## config.mk

```make
export PLATFORM = sky130hd
export DESIGN_NAME = double_ended_list_with_search_flat
export DESIGN_NICKNAME = d
export VERILOG_FILES = /design/src/rtl/core/delsrch_pkg.sv /design/src/rtl/core/delsrch_req_if.sv /design/src/rtl/core/delsrch_rsp_if.sv /design/src/rtl/core/delsrch_mem.sv /design/src/rtl/core/delsrch_ctrl.sv /design/src/rtl/core/double_ended_list_with_search.sv /design/src/flat_wrapper.sv
export SDC_FILE = /design/constraint.sdc
export NUM_CORES = 1
export LEC_CHECK = 0
export ABC_AREA = 1
export BUFFER_PORTS_ARGS = -buffer_cell sky130_fd_sc_hd__buf_4
export CAP_MARGIN = 20
export CELL_PAD_IN_SITES_DETAIL_PLACEMENT = 0
export CELL_PAD_IN_SITES_GLOBAL_PLACEMENT = 1
export CORE_ASPECT_RATIO = 1.5
export CORE_UTILIZATION = 45
export CTS_CLUSTER_SIZE = 10
export DETAILED_ROUTE_END_ITERATION = 7
export GPL_TIMING_DRIVEN = 0
export PLACE_DENSITY = 0.68
export SYNTH_ARGS = -nofsm -noshare
export SYNTH_HDL_FRONTEND = slang
export SYNTH_SLANG_ARGS = --single-unit
```

## constraint.sdc

```tcl
create_clock -name clk -period 4.4 [get_ports clk]
set_input_delay 0.66 -clock clk [delete_from_list [all_inputs] [get_ports clk]]
set_output_delay 0.66 -clock clk [all_outputs]
set_load 0.01 [all_outputs]
```

## src/rtl/core/delsrch_pkg.sv

```systemverilog
// shared types and codes for the double-ended list with search
package delsrch_pkg;

	localparam int DATA_W = 32;
	localparam int POS_W  = 4;

	localparam logic signed [DATA_W-1:0] EMPTY_DATA = -32'sd1;

	typedef enum logic [1:0] {
		ACT_PUSH_FRONT = 2'd0,
		ACT_PUSH_BACK  = 2'd1,
		ACT_POP_FRONT  = 2'd2,
		ACT_SEARCH     = 2'd3
	} action_t;

	typedef enum logic [1:0] {
		ST_DONE  = 2'd0,
		ST_FULL  = 2'd1,
		ST_EMPTY = 2'd2
	} status_t;

	typedef enum logic [1:0] {
		S_IDLE   = 2'd0,
		S_POP    = 2'd1,
		S_SEARCH = 2'd2,
		S_RESP   = 2'd3
	} state_t;

	typedef struct packed {
		status_t                   status;
		logic signed [DATA_W-1:0]  data;
		logic                      found;
		logic        [POS_W-1:0]   position;
	} res_t;

endpackage

```

## src/rtl/core/delsrch_req_if.sv

```systemverilog
// request channel: action and value with valid/ready
interface delsrch_req_if;
	logic                                  valid;
	logic                                  ready;
	logic [1:0]                            action;
	logic signed [delsrch_pkg::DATA_W-1:0] value;

	modport source (output valid, output action, output value, input ready);
	modport sink (input valid, input action, input value, output ready);
endinterface

```

## src/rtl/core/delsrch_rsp_if.sv

```systemverilog
// response channel: status, data, found and position with valid/ready
interface delsrch_rsp_if;
	logic                                  valid;
	logic                                  ready;
	logic [1:0]                            status;
	logic signed [delsrch_pkg::DATA_W-1:0] data;
	logic                                  found;
	logic [delsrch_pkg::POS_W-1:0]         position;

	modport source (output valid, output status, output data, output found,
		output position, input ready);
	modport sink (input valid, input status, input data, input found,
		input position, output ready);
endinterface

```

## src/rtl/core/delsrch_mem.sv

```systemverilog
// entry store: one write port, one read port with registered data
module delsrch_mem #(
	parameter int DEPTH = 16,
	parameter int AW    = 4
) (
	input  logic                                  clk,
	input  logic                                  we,
	input  logic [AW-1:0]                         waddr,
	input  logic signed [delsrch_pkg::DATA_W-1:0] wdata,
	input  logic                                  re,
	input  logic [AW-1:0]                         raddr,
	output logic signed [delsrch_pkg::DATA_W-1:0] rdata
);
	import delsrch_pkg::*;

	logic signed [DATA_W-1:0] mem_q [DEPTH];
	logic signed [DATA_W-1:0] rdata_q;

	always_ff @(posedge clk) begin
		if (we) begin
			mem_q[waddr] <= wdata;
		end
	end

	always_ff @(posedge clk) begin
		if (re) begin
			rdata_q <= mem_q[raddr];
		end
	end

	assign rdata = rdata_q;

endmodule

```

## src/rtl/core/delsrch_ctrl.sv

```systemverilog
// sequencer: ring pointers, pop read and one-entry-per-cycle search compare
module delsrch_ctrl #(
	parameter int CAPACITY = 16
) (
	input  logic                                               clk,
	input  logic                                               arst_n,
	input  logic                                               req_valid,
	output logic                                               req_ready,
	input  delsrch_pkg::action_t                               req_action,
	input  logic signed [delsrch_pkg::DATA_W-1:0]              req_value,
	output logic                                               mem_we,
	output logic [((CAPACITY > 1) ? $clog2(CAPACITY) : 1)-1:0] mem_waddr,
	output logic signed [delsrch_pkg::DATA_W-1:0]              mem_wdata,
	output logic                                               mem_re,
	output logic [((CAPACITY > 1) ? $clog2(CAPACITY) : 1)-1:0] mem_raddr,
	input  logic signed [delsrch_pkg::DATA_W-1:0]              mem_rdata,
	output logic                                               res_vld,
	input  logic                                               res_rdy,
	output delsrch_pkg::res_t                                  res
);
	import delsrch_pkg::*;

	localparam int IW = (CAPACITY > 1) ? $clog2(CAPACITY) : 1;
	localparam int CW = $clog2(CAPACITY + 1);
	localparam logic [IW-1:0] LAST  = IW'(CAPACITY - 1);
	localparam logic [CW-1:0] CAP_C = CW'(CAPACITY);
	localparam logic [CW:0]   CAP_W = (CW+1)'(CAPACITY);

	state_t                   state_q, state_d;
	logic [IW-1:0]            front_q;
	logic [CW-1:0]            count_q;
	logic signed [DATA_W-1:0] key_q;
	logic [CW-1:0]            iss_idx_q;
	logic [IW-1:0]            rd_ptr_q;
	logic                     cmp_vld_q;
	logic [CW-1:0]            cmp_idx_q;
	res_t                     res_q;

	logic          accept;
	logic          full;
	logic          empty;
	logic [IW-1:0] front_dec;
	logic [IW-1:0] front_inc;
	logic [IW-1:0] rd_ptr_inc;
	logic [CW:0]   back_sum;
	logic [CW:0]   back_wrap;
	logic [IW-1:0] back_pos;
	logic          issue;
	logic          hit;

	assign accept     = req_valid && req_ready;
	assign full       = (count_q == CAP_C);
	assign empty      = (count_q == '0);
	assign front_dec  = (front_q == '0) ? LAST : front_q - 1'b1;
	assign front_inc  = (front_q == LAST) ? '0 : front_q + 1'b1;
	assign rd_ptr_inc = (rd_ptr_q == LAST) ? '0 : rd_ptr_q + 1'b1;
	assign back_sum   = (CW+1)'(front_q) + (CW+1)'(count_q);
	// sum stays below twice the capacity, so one subtract wraps it
	assign back_wrap  = (back_sum >= CAP_W) ? back_sum - CAP_W : back_sum;
	assign back_pos   = back_wrap[IW-1:0];
	assign issue      = (state_q == S_SEARCH) && (iss_idx_q < count_q);
	// read data is registered, so it arrives in the cycle after its address was issued
	assign hit        = cmp_vld_q && (mem_rdata == key_q);

	always_comb begin
		state_d = state_q;
		case (state_q)
			S_IDLE: begin
				if (accept) begin
					case (req_action)
						ACT_POP_FRONT: state_d = empty ? S_RESP : S_POP;
						ACT_SEARCH:    state_d = empty ? S_RESP : S_SEARCH;
						default:       state_d = S_RESP;
					endcase
				end
			end
			S_POP: state_d = S_RESP;
			S_SEARCH: begin
				if (hit || (cmp_vld_q && !issue)) begin
					state_d = S_RESP;
				end
			end
			S_RESP: begin
				if (res_rdy) begin
					state_d = S_IDLE;
				end
			end
			default: state_d = S_IDLE;
		endcase
	end

	always_comb begin
		req_ready = (state_q == S_IDLE);
		mem_we    = 1'b0;
		mem_waddr = front_dec;
		mem_wdata = req_value;
		mem_re    = 1'b0;
		mem_raddr = front_q;
		res_vld   = (state_q == S_RESP);
		res       = res_q;
		case (state_q)
			S_IDLE: begin
				if (accept && !full) begin
					if (req_action == ACT_PUSH_FRONT) begin
						mem_we = 1'b1;
					end else if (req_action == ACT_PUSH_BACK) begin
						mem_we    = 1'b1;
						mem_waddr = back_pos;
					end
				end
				if (accept && !empty && (req_action == ACT_POP_FRONT)) begin
					mem_re = 1'b1;
				end
			end
			S_SEARCH: begin
				mem_re    = issue;
				mem_raddr = rd_ptr_q;
			end
			default: begin
			end
		endcase
	end

	always_ff @(posedge clk or negedge arst_n) begin
		if (!arst_n) begin
			state_q   <= S_IDLE;
			front_q   <= '0;
			count_q   <= '0;
			cmp_vld_q <= 1'b0;
			iss_idx_q <= '0;
		end else begin
			state_q <= state_d;
			case (state_q)
				S_IDLE: begin
					if (accept) begin
						if (!full && (req_action == ACT_PUSH_FRONT)) begin
							front_q <= front_dec;
							count_q <= count_q + 1'b1;
						end else if (!full && (req_action == ACT_PUSH_BACK)) begin
							count_q <= count_q + 1'b1;
						end
						cmp_vld_q <= 1'b0;
						iss_idx_q <= '0;
					end
				end
				S_POP: begin
					front_q <= front_inc;
					count_q <= count_q - 1'b1;
				end
				S_SEARCH: begin
					cmp_vld_q <= issue;
					if (issue) begin
						iss_idx_q <= iss_idx_q + 1'b1;
					end
				end
				default: begin
				end
			endcase
		end
	end

	always_ff @(posedge clk) begin
		case (state_q)
			S_IDLE: begin
				if (accept) begin
					res_q.status   <= ST_DONE;
					res_q.data     <= '0;
					res_q.found    <= 1'b0;
					res_q.position <= '0;
					key_q          <= req_value;
					rd_ptr_q       <= front_q;
					case (req_action)
						ACT_POP_FRONT: begin
							if (empty) begin
								res_q.status <= ST_EMPTY;
								res_q.data   <= EMPTY_DATA;
							end
						end
						ACT_SEARCH: begin
						end
						default: begin
							if (full) begin
								res_q.status <= ST_FULL;
							end
						end
					endcase
				end
			end
			S_POP: res_q.data <= mem_rdata;
			S_SEARCH: begin
				cmp_idx_q <= iss_idx_q;
				if (issue) begin
					rd_ptr_q <= rd_ptr_inc;
				end
				if (hit) begin
					res_q.found    <= 1'b1;
					res_q.position <= POS_W'(cmp_idx_q);
				end
			end
			default: begin
			end
		endcase
	end

endmodule

```

## src/rtl/core/double_ended_list_with_search.sv

```systemverilog
// top level of the double-ended list with search: sequencer, store, output register
//
//  channel  dir  fields                           accepted when
//  req      in   action, value                    req.valid && req.ready
//  rsp      out  status, data, found, position    rsp.valid && rsp.ready
//
// one request at a time; req.ready is high only while the sequencer is idle
// push goes from idle straight to the response state, pop passes through a read state
// and search through a compare state that stops at the first hit or the last entry; pop
// or search on an empty list go straight to the response; the single read port of the store sets one compare per cycle
// reset clears front index and count; the store itself is not cleared
// a finished response waits in the output register while the next request is taken
module double_ended_list_with_search #(
	parameter int CAPACITY = 16
) (
	input logic          clk,
	input logic          arst_n,
	delsrch_req_if.sink  req,
	delsrch_rsp_if.source rsp
);
	import delsrch_pkg::*;

	localparam int IW = (CAPACITY > 1) ? $clog2(CAPACITY) : 1;

	logic                     mem_we;
	logic [IW-1:0]            mem_waddr;
	logic signed [DATA_W-1:0] mem_wdata;
	logic                     mem_re;
	logic [IW-1:0]            mem_raddr;
	logic signed [DATA_W-1:0] mem_rdata;
	logic                     res_vld;
	logic                     res_rdy;
	res_t                     res;
	logic                     rsp_vld_q;
	res_t                     rsp_q;

	delsrch_ctrl #(
		.CAPACITY (CAPACITY)
	) u_ctrl (
		.clk        (clk),
		.arst_n     (arst_n),
		.req_valid  (req.valid),
		.req_ready  (req.ready),
		.req_action (action_t'(req.action)),
		.req_value  (req.value),
		.mem_we     (mem_we),
		.mem_waddr  (mem_waddr),
		.mem_wdata  (mem_wdata),
		.mem_re     (mem_re),
		.mem_raddr  (mem_raddr),
		.mem_rdata  (mem_rdata),
		.res_vld    (res_vld),
		.res_rdy    (res_rdy),
		.res        (res)
	);

	delsrch_mem #(
		.DEPTH (CAPACITY),
		.AW    (IW)
	) u_mem (
		.clk   (clk),
		.we    (mem_we),
		.waddr (mem_waddr),
		.wdata (mem_wdata),
		.re    (mem_re),
		.raddr (mem_raddr),
		.rdata (mem_rdata)
	);

	assign res_rdy = !rsp_vld_q || rsp.ready;

	always_ff @(posedge clk or negedge arst_n) begin
		if (!arst_n) begin
			rsp_vld_q <= 1'b0;
		end else if (res_vld && res_rdy) begin
			rsp_vld_q <= 1'b1;
		end else if (rsp.ready) begin
			rsp_vld_q <= 1'b0;
		end
	end

	always_ff @(posedge clk) begin
		if (res_vld && res_rdy) begin
			rsp_q <= res;
		end
	end

	assign rsp.valid    = rsp_vld_q;
	assign rsp.status   = rsp_q.status;
	assign rsp.data     = rsp_q.data;
	assign rsp.found    = rsp_q.found;
	assign rsp.position = rsp_q.position;

endmodule

```

## src/flat_wrapper.sv

```systemverilog
// flat-port wrapper written by rule: the top's interface ports become plain ports
module double_ended_list_with_search_flat import delsrch_pkg::*;
#(
	parameter int CAPACITY = 16
)
  (clk, arst_n, req_valid, req_action, req_value, req_ready, rsp_valid, rsp_status, rsp_data, rsp_found, rsp_position, rsp_ready);
  delsrch_req_if req_i ();
  delsrch_rsp_if rsp_i ();
  input logic clk;
  input logic arst_n;
  input wire logic [$bits(req_i.valid)-1:0] req_valid;
  input wire logic [$bits(req_i.action)-1:0] req_action;
  input wire logic [$bits(req_i.value)-1:0] req_value;
  output wire logic [$bits(req_i.ready)-1:0] req_ready;
  output wire logic [$bits(rsp_i.valid)-1:0] rsp_valid;
  output wire logic [$bits(rsp_i.status)-1:0] rsp_status;
  output wire logic [$bits(rsp_i.data)-1:0] rsp_data;
  output wire logic [$bits(rsp_i.found)-1:0] rsp_found;
  output wire logic [$bits(rsp_i.position)-1:0] rsp_position;
  input wire logic [$bits(rsp_i.ready)-1:0] rsp_ready;
  assign req_i.valid = req_valid;
  assign req_i.action = req_action;
  assign req_i.value = req_value;
  assign req_ready = req_i.ready;
  assign rsp_valid = rsp_i.valid;
  assign rsp_status = rsp_i.status;
  assign rsp_data = rsp_i.data;
  assign rsp_found = rsp_i.found;
  assign rsp_position = rsp_i.position;
  assign rsp_i.ready = rsp_ready;
  double_ended_list_with_search #(.CAPACITY(CAPACITY)) u_core (.clk(clk), .arst_n(arst_n), .req(req_i), .rsp(rsp_i));
endmodule
```

[Yosys cells after proc, flatten, opt, wreduce, memory -nomap -nowiden]
Memories as Yosys holds them, arrays and structs flattened. A register that Yosys moved wholly into a read port is not among the register bits.
Index checks and enable logic that the tools add are counted.
Storage, ports and cells
  flip-flop bits (word level): 136
  memories: 1
  logic and storage cells: 125
  latch bits: 0
  bits of input ports: 38
  output and inout port bits: 41
  memory bits (read-only): 0
  bits in writable memories: 512
Memory list
  u_core.u_mem.mem_q: words 16, bits a word 32, rd ports 1, clocked after Yosys merged registers in 1, write ports 1, line delsrch_mem.sv:16  | logic signed [DATA_W-1:0] mem_q [DEPTH];
Operators by class
  multipliers: 0
  reductions and logical operators: 31
  shifts and indexed selects: 0
  multiplexer cells: 49
  divide/modulo/power cells: 0
  bitwise gates (word level): 0
  order comparisons: 2
  equal/unequal tests: 17
  add/sub/neg operators: 8
Operators by type and width (count)
  $pmux W32 S2: 1
  $mux W4: 13
  $mux W37: 1
  $mux W34: 1
  $eq A32 B32 Y1: 1
  $mux W32: 1
  $mux W5: 6
  $pmux W5 S2: 3
  $pmux W4 S2: 2
  $reduce_and A3 Y1: 5
  $mux W1: 12
  $add A5 B1 Y5 const B: 2
  $logic_and A1 B1 Y1: 10
  $add A4 B1 Y4 const B: 2
  $eq A2 B2 Y1 const B: 4
  $eq A4 B4 Y1 const B: 2
  $mux W2: 4
  $pmux W2 S2: 2
  $pmux W2 S4: 1
  $sub A4 B1 Y4 const B: 2
  $add A4 B5 Y6: 1
  $ge A6 B5 Y1 const B: 1
  $ne A2 B1 Y1 const B: 3
  $ne A2 B2 Y1 const B: 3
  13 further kinds: 24

[Logic depth before layout (Yosys ltp)]
Gate-level depths: netlist of the first run.
  depth in word-level cells: 7
  depth in mapped cells: 14
  depth with buffers taken out: 13

[Modules after synthesis]
A second synthesis of the first run with hierarchy kept.
Unflattened totals
  cells, all modules: 2676
  area total of the unflattened synthesis: 29381.9 sq um
Modules (own cells, without submodules)
  delsrch_mem: cells each 2120, instances 1, area an instance 23050.9 sq um, sequential area each 16335.7 sq um
  delsrch_ctrl: cells each 511, instances 1, area an instance 5114.9 sq um, sequential area each 2797.7 sq um
  double_ended_list_with_search: cells each 45, instances 1, area an instance 1216.2 sq um, sequential area each 1196.1 sq um

[Worst setup path after synthesis of the first run]
No wires, ideal clock.
  path type: register -> register
  start: register u_core.u_ctrl.state_q[0]
  end: memory u_core.u_mem.mem_q[15][0], enable pin
  buffers on the path: 0
  setup slack: 0.242 ns
  data arrival time: 3.737 ns
  clock period less this slack: 4.158 ns
  stages on the path, launching flop included: 9
  path through: dfrtp_1 inv_1 ha_1 nand2_1 inv_1 nand3_2 o21ai_0 nand2_1 nor2_1
On the way
  word-level cells in the longest chain between the ends: 7
  elaborated cells on any way between the ends: 9
  classes of those cells: mux: 6; reduce/logical: 3
Ends and longest elaborated chain
  start: declaration: line delsrch_ctrl.sv:29  | state_t state_q, state_d;
  start signal: assignment: line delsrch_ctrl.sv:132  | state_q <= state_d;
  $logic_not A2 Y1 (*): line delsrch_ctrl.sv:93  | req_ready = (state_q == S_IDLE);
  via req_ready: line flat_wrapper.sv:14  | output wire logic [$bits(req_i.ready)-1:0] req_ready;
  $logic_and A1 B1 Y1: line delsrch_ctrl.sv:51  | assign accept = req_valid && req_ready;
  $logic_and A1 B1 Y1: line delsrch_ctrl.sv:103  | if (accept && !full) begin
  $mux W1: line delsrch_ctrl.sv:103
  $mux W1: line delsrch_ctrl.sv:101  | case (state_q)
  $mux W1: line delsrch_mem.sv:20  | if (we) begin
  $mux W1 (implied by the code): line delsrch_mem.sv:21  | mem_q[waddr] <= wdata;
  end: declaration: line delsrch_mem.sv:16
The timed path passes the listed nets; every way through them passes the cells marked *.

[Worst setup path after layout of the first run]
  start: register u_core.u_ctrl.state_q[0]
  end: register u_core.u_mem.rdata_q[0] (netlist: u_core.u_mem.rdata[0]) (read register of u_core.u_mem.mem_q), data pin
On the way
  word-level cells in the longest chain between the ends: 6
  elaborated cells on any way between the ends: 9
  classes of those cells: eq/ne: 1; mux: 3; reduce/logical: 5
Ends and longest elaborated chain
  $logic_not A2 Y1: line delsrch_ctrl.sv:93, delsrch_ctrl.sv:101
  $logic_and A1 B1 Y1: line delsrch_ctrl.sv:51
  $logic_and A1 B1 Y1 (2 in series): line delsrch_ctrl.sv:111  | if (accept && !empty && (req_action == ACT_POP_FRONT)) begin
  $mux W1: line delsrch_ctrl.sv:111
  $pmux W1 S2: line delsrch_ctrl.sv:101
  end: declaration: line delsrch_mem.sv:17  | logic signed [DATA_W-1:0] rdata_q;
Several ways; a longest one is shown, not always the timed one.
A chain may end at the register's enable or synchronous reset.

==> results of run 1 <==
## synthesized netlist by cell type (all sizes together), types with 6 or more instances
| cell | n |
|---|---|
| ha | 19 |
| clkbuf | 39 |
| dfrtp | 18 |
| nand4 | 6 |
| inv | 212 |
| o21ai | 397 |
| nor2 | 70 |
| edfxtp | 662 |
| xor2 | 9 |
| buf | 87 |
| o22ai | 8 |
| a21oi | 268 |
| nand2 | 151 |
| nand3 | 56 |
| o211ai | 78 |
| xnor2 | 15 |
## routing by layer
layer / GRT usage, % / vias up / routed length [µm]
met5: 0 / - / 27
met3: 3.83 / 189 / 4460
met4: 11.7 / 4 / 3430
met1: 30.8 / 8635 / 30200
li1: - / 8040 / -
met2: 47.5 / 691 / 42600
## cell type report
| class | count | share of cell area [%] |
|---|---|---|
| inverters | 212 | 2.51 |
| plain buffers | 126 | 2.26 |
| multi-input cells | 1092 | 18.6 |
| repair buffers | 100 | 3.37 |
| well taps | 784 | 3.07 |
| clock buffers | 92 | 6.34 |
| flip-flops and latches | 680 | 63.7 |
| clock inverters | 4 | 0.149 |
## cell families after synthesis
kind of cell,share of synthesized area [%]
AOI/OAI and AO/OA,14.7
DFF,73.5
buffers and inverters,5.50
and+or+nand+nor,4.52
xor gates and xnor gates,0.760
adders and majority gates,1.00
muxes,0.0362
## through the flow
step	total power (µW)	TNS, ps
2_1_floorplan	14500	0
3_3_place_gp	18300	-1221950
3_5_place_dp	18700	0
4_1_cts	24300	0
5_1_grt	25400	0
6_report	24200	0
## final timing paths
kind                                              end  cells after the start                      from
setup / recovery                u_core.u_mem.rdata[0]                      9  u_core.u_ctrl.state_q[0]
hold / removal                  u_core.u_ctrl.res[37]                      2             req_action[1]
setup reg to reg                u_core.u_mem.rdata[0]                      9  u_core.u_ctrl.state_q[0]
hold reg to reg                   u_core.rsp.data[31]                      0     u_core.u_ctrl.res[36]
max in group asynchronous  u_core.u_ctrl.iss_idx_q[0]                      2                    arst_n
min in group asynchronous  u_core.u_ctrl.iss_idx_q[4]                      2                    arst_n
## registers in the layout (all words and copies together) (netlist names), 5 cells and up
| register | flops |
|---|---|
| u_core.u_mem.mem_q | 512 |
| u_core.u_ctrl.res | 39 |
| u_core.rsp.data | 32 |
| u_core.u_ctrl.key_q | 32 |
| u_core.u_mem.rdata | 32 |
| u_core.u_ctrl.count_q | 5 |
| u_core.u_ctrl.iss_idx_q | 5 |
## power by group through the flow
stage	clock, µW	sequential [µW]	combinational, µW
after floorplan	0	8780	5730
after global placement	0	8850	9480
after detailed placement	0	8820	9890
after CTS	5690	8690	9920
after global routing	5930	8760	10700
final	5620	8680	9930
==> impl_metrics.toml, run 1 <==
[status]
outcome = "completed"

[cells_and_area]
drive_above_1_share_pct = 13.7
areaGrowthSynthToFinish_pct = 15.5
mostFrequentLayoutCell = "edfxtp_1"
postLayoutCoreUtil_pct = 52.9
stdcell_count = 3090
fin_area_um2 = 31900
multi_input_area_um2 = 5950
antenna_cells = 0
final_cell_mix = "edfxtp_1 (662), a21oi_1 (257), o21ai_1 (213)"
regArea_um2 = 20300
final_nets = 2349
fillers = 5094

[floorplan]
io_pins = 79
core_um2 = 60400
initial_core_util_pct = 45.8
die_width_um = 204
rows = 110
die-area_um2 = 62500
die_h_um = 306

[job]
drv_cap = 0

[pwr]
internal-power_uw = 14500
p_clk_share_pct = 23.2
pwr-share-comb_pct = 41.0
pwr-share-seq_pct = 35.8
swShare_pct = 40.3
p_per_area_nw_per_um2 = 759
peakVddDrop_mv = 0.358
leakage_uw = 0.0113
switchingPower_uw = 9760

[logic_synthesis]
ys_seq_area_share_pct = 73.5
yosys.cell_types.count = 41
synthesis.nets = 2169
synth_flop_cell = "edfxtp_1"
synthArstFlopShare_pct = 2.65
synth_top_area_share_pct = 71.9
ys_ff_latch = 680
synthCells = 2110
synth_area_leaders = "edfxtp_1 (72%), a21oi_1 (4.7%), o21ai_1 (3.9%)"
avgSynthCellArea_um2 = 13.1
netlist_area_um2 = 27700
yosysTopAreaCell = "edfxtp_1"
yosysWarnings = 0
synth-edff-count = 662

[critical_path]
timing.critical_path.from_type = "register"
r2r_slack_ps = 710
cp.required_ps = 4750
crit_chain = "inv_1 > ha_1 > buf_6 > nor2_1 > a21oi_1 > inv_1 > clkbuf_1 > nand3_1 > nand2_1"
crit_fanout = 10
worstSetupPathType = "reg2reg"
crit_slowest_cell = "a21oi_1"
end_kind = "register"
path_buf_inv = 4
arrival_ps = 4040
crit_path_max_incr_delay_ps = 830
critPathTopFamily = "buffers and inverters"
crit_top_cell = "inv_1"

[cts]
cts_setup_buffers = 0
htree_levels = 3
clockBufferDepth = 3
hold_buffers = 1
clockRootBuffer = "clkbuf_16"
cts_resized = 0
path_clk_slew_ps = 60
numClockSinks = 680
cts_tree = "yes"
clk_latency_ps = 610
cts_made_buffers = 78

[drt]
drt_drc_violations_left = 0
via_count = 17600
dr.pass1.iters = 6
wl_per_cell_um = 26.1
routed_wl_mm = 80.7
drtAntennaViolNets = 0
viasPerCell = 5.68
first_iter_violations = 1540

[sta]
whs_ps = 361
setup_viol = 0
tightest_slew_ps = 1090
min_period_over_period_pct = 83.9
rsz0062_at_grt = "no"
fin_ws_ps = 707
min_period_ps = 3690
relSlewSlack_pct = 27.2
report.final.slew_viol_count = 0
fin_skew_ps = 26.7
timing.fmax_mhz = 271
finalHoldViolCount = 0

[min_path]
min_path_type = "in2reg"

[place]
pre_cts_ws_ps = 690
port-buffer-count = 78
placedCellCount = 2993
dpl.hpwl_mm = 56.6
gp_congestion = 0.869
placed_area_um2 = 29800

[grt]
grt_pass1_wl_mm = 117
track_usage_pct = 26.4
grt_pass1_vias = 17600
grt_overflow = 0
grt_start_max_net_pins = 35
antenna_found_initial = 2
Power figures use the tool's default switching activity.
==> run 2, diff against run 1 <==
- PLACE_DENSITY: 0.68 -> 0.71
- clock period: 4.4 -> 3 ns (I/O delays scaled with it)
==> impl_metrics.toml, run 2 (same netlist as run 1, synthesis figures left out) <==
[floorplan]
rows = 110
io_pins = 79
die_width_um = 204
die-area_um2 = 62500
core_um2 = 60400
die_h_um = 306
initial_core_util_pct = 45.8

[sta]
finalHoldViolCount = 0
min_period_over_period_pct = 97.6
whs_ps = 153
tightest_slew_ps = 789
timing.fmax_mhz = 342
fin_ws_ps = 71.9
relSlewSlack_pct = 47.4
report.final.slew_viol_count = 0
min_period_ps = 2930
setup_viol = 0
fin_tns_setup_ps = 0
fin_skew_ps = 26.5

[drt]
drtAntennaViolNets = 0
routed_wl_mm = 80.3
wl_per_cell_um = 25.7
viasPerCell = 5.73
first_iter_violations = 1904
drt_drc_violations_left = 0
via_count = 17900
dr.pass1.iters = 5

[place]
pre_cts_ws_ps = -1150
gp_congestion = 0.868
placedCellCount = 2992
dpl.hpwl_mm = 55.4
port-buffer-count = 78

[grt]
grt_start_max_net_pins = 34
grt_pass1_wl_mm = 117
grt_pass1_vias = 18000
antenna_found_initial = 1
grt_overflow = 0
track_usage_pct = 26.2

[min_path]
hold_end = "u_core.u_ctrl.res[37]"
worstHoldStart = "req_action[1]"
whs_path_depth = 2
min_path_type = "in2reg"

[cells_and_area]
largest_register_ffs = 512
final_cell_mix = "edfxtp_1 (662), a21oi_1 (256), o21ai_1 (214)"
stdcell_count = 3122
areaGrowthSynthToFinish_pct = 17.3
top_register = "u_core.u_mem.mem_q"
antenna_cells = 0
drive_above_1_share_pct = 16.2
final_nets = 2384
mostFrequentLayoutCell = "edfxtp_1"

[critical_path]
worstSetupPathType = "reg2reg"
crit_chain = "inv_1 > ha_2 > buf_6 > nor2_2 > a21oi_4 > inv_2 > buf_4 > buf_2 > o211ai_1 > o21ai_1"
crit_fanout = 10
timing.critical_path.from_type = "register"
cp-startpoint = "u_core.u_ctrl.state_q[0]"
reg2reg_depth = 10
r2r_slack_ps = 70
worst_r2r_endpoint = "u_core.u_mem.rdata[5]"
arrival_ps = 3250
cp.required_ps = 3320
end_kind = "register"
crit_path_max_incr_delay_ps = 420
rr_startpoint = "u_core.u_ctrl.state_q[0]"
crit_slowest_cell = "dfrtp_1"

[cts]
htree_levels = 3
clk_latency_ps = 620
clockBufferDepth = 3
path_clk_slew_ps = 60
cts_made_buffers = 78
cts_tree = "yes"
numClockSinks = 680
clockRootBuffer = "clkbuf_16"

[pwr]
switchingPower_uw = 14400
swShare_pct = 40.3
pwr-share-comb_pct = 41.1
leakage_uw = 0.0116
p_per_area_nw_per_um2 = 1100
p_clk_share_pct = 23.3
total_power_uw = 35800
pwr-share-seq_pct = 35.7
peakVddDrop_mv = 0.578
internal-power_uw = 21400

[job]
drv_cap = 0

[status]
outcome = "completed"
-- run 2: changes by cell type in the layout (fill, tap and decap cells not counted), moves of 3 or more --
| cell | previous run | this run |
|---|---|---|
| nand3_1 | 55 | 52 |
| clkbuf_2 | 1 | 9 |
| nand2_2 | 3 | 7 |
| nand2_1 | 145 | 140 |
| clkbuf_16 | 79 | 82 |
| buf_16 | 8 | 5 |
| buf_4 | 88 | 111 |
| clkbuf_1 | 51 | 34 |
| buf_12 | 13 | 27 |
-- run 2: worst max-delay path: cells and delay by family (launching register included) --
kind,cells,cell delay [ps]
buffers and inverters,5,930
AOI/OAI and AO/OA,3,920
DFF,1,420
adders and majority gates,1,280
and+or+nand+nor,1,70
-- run 2: what timing repair did --
item,in CTS,in global routing
cloned,2,0
pin swaps,16,0
hold endpoints to repair,18,0
hold buffers,1,0
gates resized for setup,12,14
setup buffers,33,0
setup endpoints to repair,547,282
-- run 2: worst max path at each step --
stage                     cells past startpoint                         end  slack, ps
final                                        10       u_core.u_mem.rdata[5]         70
after detailed placement                     10  u_core.u_mem.mem_q[10][27]      -1150
after global routing                         11   u_core.u_mem.mem_q[7][24]        -30
after CTS                                     9       u_core.u_mem.rdata[7]          7
after floorplan                               7       u_core.u_mem.rdata[0]       -130
after global placement                        9    u_core.u_mem.mem_q[7][2]      -1390
-- run 2: power by group through the flow --
stage / clock (µW) / combinational (µW) / sequential (µW)
final: 8330 / 14700 / 12800
after global routing: 8760 / 15800 / 12900
after CTS: 8400 / 14500 / 12800
after detailed placement: 0 / 14300 / 13000
after global placement: 0 / 13900 / 13000
after floorplan: 0 / 8610 / 12900
-- run 2: cell type report --
| type | instances | area (µm²) |
|---|---|---|
| clock inverters | 5 | 47.5 |
| fillers | 4948 | 28000 |
| repair inverters | 2 | 10.0 |
| flip-flops and latches | 680 | 20300 |
| plain buffers | 126 | 741 |
| clock buffers | 88 | 2070 |
| repair buffers | 133 | 1450 |
| inverters | 212 | 805 |
| multi-input cells | 1092 | 6010 |
| well taps | 784 | 981 |
-- run 2: routing by layer --
| layer | global-route usage [%] | share of wire (%) |
|---|---|---|
| met1 | 30.2 | 37 |
| met2 | 46.6 | 52 |
| met3 | 3.75 | 5.9 |
| met4 | 14.0 | 5.3 |
| met5 | 0 | 0.021 |
-- run 2: through the flow --
step / cell area [µm²] / utilization, %
floorplan: 27800 / -
global placement: 29400 / 48.6
detailed placement: 29800 / 49.4
CTS: 32400 / 53.6
global route: 32400 / 53.7
finish: 32400 / 53.7
